<file path="config.mk">
export PLATFORM = sky130hd
export DESIGN_NAME = fssa_ram
export DESIGN_NICKNAME = d
export VERILOG_FILES = /design/src/hw/rtl/assert_macros.svh /design/src/hw/rtl/fssa_ram.sv
export SDC_FILE = /design/constraint.sdc
export NUM_CORES = 1
export LEC_CHECK = 0
export ABC_CLOCK_PERIOD_IN_PS = 2200
export BUFFER_PORTS_ARGS = -buffer_cell sky130_fd_sc_hd__buf_2
export CAP_MARGIN = 10
export CORE_MARGIN = 10
export CORE_UTILIZATION = 50
export DETAILED_ROUTE_END_ITERATION = 6
export PLACE_DENSITY = 0.72
export SLEW_MARGIN = 20
export SYNTH_ARGS = -nofsm -noshare
export SYNTH_HDL_FRONTEND = slang
export SYNTH_SLANG_ARGS = --single-unit
</file>
<file path="constraint.sdc">
create_clock -name clk -period 2.2 [get_ports clk]
set_clock_uncertainty 0.15 [all_clocks]
set_input_delay 0 -clock clk [delete_from_list [all_inputs] [get_ports clk]]
set_output_delay 0 -clock clk [all_outputs]
set_load 0.03 [all_outputs]
</file>
<file path="src/hw/rtl/assert_macros.svh">
// Assertion macros for the RTL files.
`ifndef ASSERT_MACROS_SVH
`define ASSERT_MACROS_SVH

// Clocked check, muted while reset is high.
`define ASSERT_CLK(label, clk, rst, prop, msg) \
  label: assert property (@(posedge clk) disable iff (rst) prop) else $error(msg);

// Clocked check that also holds during reset.
`define ASSERT_ALWAYS(label, clk, prop, msg) \
  label: assert property (@(posedge clk) prop) else $error(msg);

`endif

</file>
<file path="src/hw/rtl/fssa_ram.sv">
// Generic single-port-write, single-port-read RAM with registered read.
module fssa_ram #(
  parameter int WIDTH = 8,
  parameter int DEPTH = 16
) (
  input  logic                     clk,
  input  logic                     we,
  input  logic [$clog2(DEPTH)-1:0] waddr,
  input  logic [WIDTH-1:0]         wdata,
  input  logic                     re,
  input  logic [$clog2(DEPTH)-1:0] raddr,
  output logic [WIDTH-1:0]         rdata
);

  logic [WIDTH-1:0] mem [DEPTH];

  always_ff @(posedge clk) begin
    if (we) mem[waddr] <= wdata;
    if (re) rdata <= mem[raddr];
  end

endmodule

</file>
==> impl_results.md, run 1 <==
- Grt total ovfl: 0
- Proportion of layout cells with a drive suffix above 1: 28.71%
- Global Route met2 Usage: 22.71%
- Post-Syn Area: 0.005228 mm^2
- Nets: 317
- Syn Area/Cell: 22.83 um^2
- Full die area: 0.01495 mm^2
- Critical path data required time: 2.25 ns
- Dpl hpwl: 6021 um
- Fin worst setup slack: 0.1516 ns
- Synth Instances: 229
- RD Place Congestion: 0.7204
- Lkg Pwr: 2.146 nW
- Most frequent cells in the layout: 136 x edfxtp_1, 26 x buf_2, 18 x mux4_2
- Ant diodes: 0
- Commonest non-fill, non-tap cell in the layout: edfxtp_1
- CTS Buf Count: 17
- Average wire per standard cell: 22.81 um
- Met1 GRT Util: 18.80%
- Crit path kind: in -> reg
- Global-route wire length before repair: 15650 um
- Hold crit path type: in -> reg
- # rows: 37
- Clk slew on worst S/H paths: 0.06 ns
- CP max stage delay: 0.58 ns
- Clk Tree Root Cell: clkbuf_8
- DRC errors left: 0
- DR pass1 iterations: 4
- Setup violations, final: 0
- Register area: 0.004084 mm^2
- Worst path arrival time: 2.10 ns
- Die height: 122.3 um
- RR Startpoint: mem[0][5]
- Worst Setup SP: waddr[2]
- IO buf count: 26
- Post-CTS setup buffer count: 0
- Antenna viol nets, final: 0
- Count of pins over their slew limit: 0
- Worst path cell trace: dlygate4sd3_1, buf_2, or3b_2, nor3_1, dlygate4sd3_1, buf_4
- Setup TNS: 0 ns
- Critical Path Start Type: input port
- Multi-input gate area in the final layout: 0.001057 mm^2
- Maxcap violations: 0
- DR vias/cell: 5.731
- Max Clock Freq: 0.4882 GHz
- Chip width: 122.3 um
- Final core utilization: 61.22%
- Initial Util: 50.86%
- Met3 Usage GRT: 4.316%
- # H-tree levels: 4
- Vias: 2556
- Peak supply drop: 380.8 uV
- Slew margin rel.: 57.29%
- Slowest-stage cell, CP: dlygate4sd3_1
- Largest net degree at the start of global routing: 33
- Routed Wire Length: 10180 um
- TritonCTS Sinks: 136
- Final min period: 2.048 ns
- Status: finished, final reports clean
- Most frequent CP cell: dlygate4sd3_1
- CTS tree: done
- Hold Vio Cnt, Final: 0
- Worst-Margin Slew: 0.6383 ns
- Ys Warns: 0
- # fillers: 739
- Fin crit share: 93.11%
- Core area: 0.01028 mm^2
- Hold wc startpoint: we
- Gr usage total: 14.37%
- Layout Cell Area excl Fill: 0.006292 mm^2
- Starting DRT DRC Count: 169
- Power Total: 0.005769 W
- Most heavily used metal layer in global routing: met2
- CP max FO: 8
- Area delta synth->final: 20.37%
- CTS Buffer Depth: 2
- Clk Latency, worst-skew pair: 0.50 ns
- CP Capture Type: flop
- Number of global-route vias before repair: 2731
- Place WS: 0.4261 ns
- Net Count, Synth: 248
- RSZ-0062 raised after global routing: false
- Synth unique cells: 18
- P per Cell Area: 916.8 mW/mm^2
- DP Area: 0.005609 mm^2
- Register area share after synthesis: 78.12%
- FF+latch count, synth: 136
- IO Pins: 27
- Initial antenna violation count: 0
[metrics by stage]
stage | instances | hold slack (ns)
6_report | 446 | 0.01557
5_1_grt | 446 | 0.03993
4_1_cts | 446 | 0.002864
3_5_place_dp | 400 | 0.2297
3_3_place_gp | 400 | 0.2357
2_1_floorplan | 229 | -0.05113
[logic make-up (layout without fill, tap and decap cells)]
kind of cell           count (synthesis)  after routing  synth area share [%]
multiplexers                          32             32                 14.79
AO/OA/AOI/OAI                         16             16                 2.298
flip-flops                           136            136                 78.12
AND/OR/NAND/NOR                       35             35                 3.136
buffers and inverters                 10             91                 1.651
[routing by layer]
metal | vias to the layer above | part of all wire [%]
met3 | 10 | 9.1
met2 | 121 | 50
met1 | 1305 | 39
li1 | 1120 | -
met4 | 0 | 1.4
met5 | - | 0
[cell type report]
class / instances / area share, %
Clock buffer: 20 / 6.761
Tap cell: 136 / 2.704
Sequential cell: 136 / 64.90
Clock inverter: 11 / 1.710
Timing Repair Buffer: 60 / 7.119
Multi-Input combinational cell: 83 / 16.80
[flip-flops by register name, summed over array words and instances, names as in the netlist]
name / cells
mem: 128
rdata: 8
[final timing paths]
kind                             endpoint  slack, ns  cells after the start
worst max-delay path            mem[0][3]       0.15                      6
worst min-delay path            mem[8][3]       0.02                      4
worst max register to register   rdata[5]       0.49                      3
worst min register to register   rdata[3]       0.60                      3
[report_power, final]
part	internal [W]	total (W)	switching, W
Sequential	0.00292	0.00294	0.0000165
Clock	0.00158	0.00252	0.000942
Combinational	0.000131	0.000306	0.000175
Total	0.00464	0.00577	0.00113
[cell usage after synthesis]
| cell | instances | area (um^2) |
|---|---|---|
| edfxtp_1 | 136 | 4084 |
| mux4_2 | 18 | 405.4 |
| a22oi_1 | 16 | 120.1 |
| mux4_1 | 14 | 367.9 |
| nor2_1 | 13 | 48.80 |
| nand2_1 | 9 | 33.78 |
| nor3_1 | 4 | 20.02 |
| buf_2 | 3 | 15.01 |
| buf_6 | 3 | 33.78 |
| clkdlybuf4s25_2 | 3 | 30.03 |
| nand2b_1 | 2 | 12.51 |
| nand3b_1 | 2 | 15.01 |
| and2_1 | 1 | 6.260 |
| and2b_1 | 1 | 7.510 |
| buf_4 | 1 | 7.510 |
| nand3_1 | 1 | 5.000 |
| nor2b_1 | 1 | 6.260 |
| or3b_2 | 1 | 8.760 |
[repair_timing]
item                                   CTS  global route
hold buffers                            15             0
endpoints found under the hold margin  194             0
resized for setup                        0             0
[critical path: cells and delay by family]
kind / cells / cell delay, ns
simple gates: 2 / 0.66
buf+inv: 4 / 1.44
No activity file was read; power rests on OpenSTA's default activity.
==> run 2, diff against run 1 <==
--- a/config.mk
+++ b/config.mk
@@ -5,7 +5,7 @@
 export SDC_FILE = /design/constraint.sdc
 export NUM_CORES = 1
 export LEC_CHECK = 0
-export ABC_CLOCK_PERIOD_IN_PS = 2200
+export ABC_CLOCK_PERIOD_IN_PS = 2050
 export BUFFER_PORTS_ARGS = -buffer_cell sky130_fd_sc_hd__buf_2
 export CAP_MARGIN = 10
 export CORE_MARGIN = 10
==> constraint.sdc (replaced) <==
create_clock -name clk -period 2.05 [get_ports clk]
set_clock_uncertainty 0.15 [all_clocks]
set_input_delay 0 -clock clk [delete_from_list [all_inputs] [get_ports clk]]
set_output_delay 0 -clock clk [all_outputs]
set_load 0.03 [all_outputs]
==> run 2 against run 1 <==
Utilization up 1.2 points. Combinational power grew 9.2%. Sequential power rose by 7.1%. Critical path type unchanged.
==> impl_results.md, run 2 (synthesis results as in run 1) <==
- P per Cell Area: 1014 mW/mm^2
- DR pass1 iterations: 6
- CP Capture Type: flop
- Fin worst setup slack: 0.06382 ns
- Clk Latency, worst-skew pair: 0.51 ns
- TritonCTS Sinks: 136
- Core area: 0.01028 mm^2
- # H-tree levels: 4
- Worst path arrival time: 2.04 ns
- Most frequent cells in the layout: 136 x edfxtp_1, 26 x buf_2, 18 x mux4_2, 18 x buf_4
- Clk Tree Root Cell: clkbuf_8
- Hold Vio Cnt, Final: 0
- Dpl hpwl: 6296 um
- Number of global-route vias before repair: 2699
- CTS Buffer Depth: 2
- Die height: 122.3 um
- DRC errors left: 0
- Critical Path Start Type: input port
- RD Place Congestion: 0.7833
- Count of pins over their slew limit: 0
- Register area: 0.004084 mm^2
- Peak supply drop: 662.5 uV
- Lkg Pwr: 2.200 nW
- Vias: 2535
- Setup violations, final: 0
- Grt total ovfl: 0
- Setup TNS: 0 ns
- Full die area: 0.01495 mm^2
- Gr usage total: 14.12%
- Status: finished, final reports clean
- Global-route wire length before repair: 15440 um
- Chip width: 122.3 um
- CTS Buf Count: 17
- Critical path data required time: 2.11 ns
- Routed Wire Length: 9764 um
- Hold crit path type: in -> reg
- Fin crit share: 96.89%
- IO buf count: 26
- RSZ-0062 raised after global routing: false
- # fillers: 695
- IO Pins: 27
- CP max FO: 8
- Largest net degree at the start of global routing: 19
- Crit path kind: in -> reg
- Layout Cell Area excl Fill: 0.006412 mm^2
- Final min period: 1.986 ns
- DP Area: 0.005632 mm^2
- # rows: 37
- Slew margin rel.: 70.61%
- Largest Register: mem
- Biggest regs: mem (128), rdata (8)
- Worst-Margin Slew: 0.4408 ns
- Placed cell count: 403
- Initial antenna violation count: 0
- DR vias/cell: 5.608
- Initial Util: 50.86%
- Post-CTS setup buffer count: 0
- Max Clock Freq: 0.5035 GHz
- Starting DRT DRC Count: 263
- Final non-filler cell total: 452
- Ant diodes: 0
- Area delta synth->final: 22.67%
- Max reg flops: 128
- Antenna viol nets, final: 0
- Maxcap violations: 0
- Final core utilization: 62.39%
- CTS tree: done
- Nets: 322
- Proportion of layout cells with a drive suffix above 1: 30.06%
- Average wire per standard cell: 21.60 um
- Commonest non-fill, non-tap cell in the layout: edfxtp_1
- Place WS: 0.3183 ns
- Clk slew on worst S/H paths: 0.06 ns
- Multi-input gate area in the final layout: 0.001057 mm^2
## run 2: final cells by class
cell class	instances	area share [%]
Tap cell	136	2.654
Sequential cell	136	63.69
Clock inverter	13	2.790
Clock buffer	19	6.576
Timing Repair Buffer	65	7.805
Multi-Input combinational cell	83	16.49
## run 2: worst max-delay path, stage by stage
cell	delay (ns)
dlygate4sd3_1	0.54
buf_2	0.14
or3b_2	0.47
nor3_1	0.13
dlygate4sd3_1	0.57
buf_4	0.20
## run 2: through the flow
stage / hold slack [ns] / total power (W)
final: 0.01481 / 0.006502
after global routing: 0.04544 / 0.006705
after CTS: 0.002649 / 0.006543
after detailed placement: 0.2352 / 0.003521
after global placement: 0.2272 / 0.003512
after floorplan: -0.05113 / 0.003389
## run 2: final timing paths
check	startpoint	endpoint	slack, ns	cells after the start
max	waddr[2]	mem[0][7]	0.06	6
min	we	mem[9][5]	0.01	4
max reg2reg	mem[1][0]	rdata[0]	0.41	3
min reg2reg	mem[15][3]	rdata[3]	0.60	3
## run 2: where the power goes
part | switching [W] | leakage [nW] | internal (W)
Sequential | 0.0000161 | 1.24 | 0.00313
Clock | 0.00105 | 0.287 | 0.00196
Combinational | 0.000187 | 0.677 | 0.000147
## run 2: layer usage
metal  up-vias  routed length [um]  track usage (%)
li1       1133                   -                -
met1      1294                4014            18.56
met2        97                4936            21.94
met3        11                 684            3.627
met4         0                 129            6.186
met5         -                   0                0
## run 2: what timing repair did
action                                  in CTS  in global routing
endpoints found under the hold margin      216                  0
hold buffers                                17                  0
endpoints found under the setup margin       0                 24
resized for setup                            0                  3
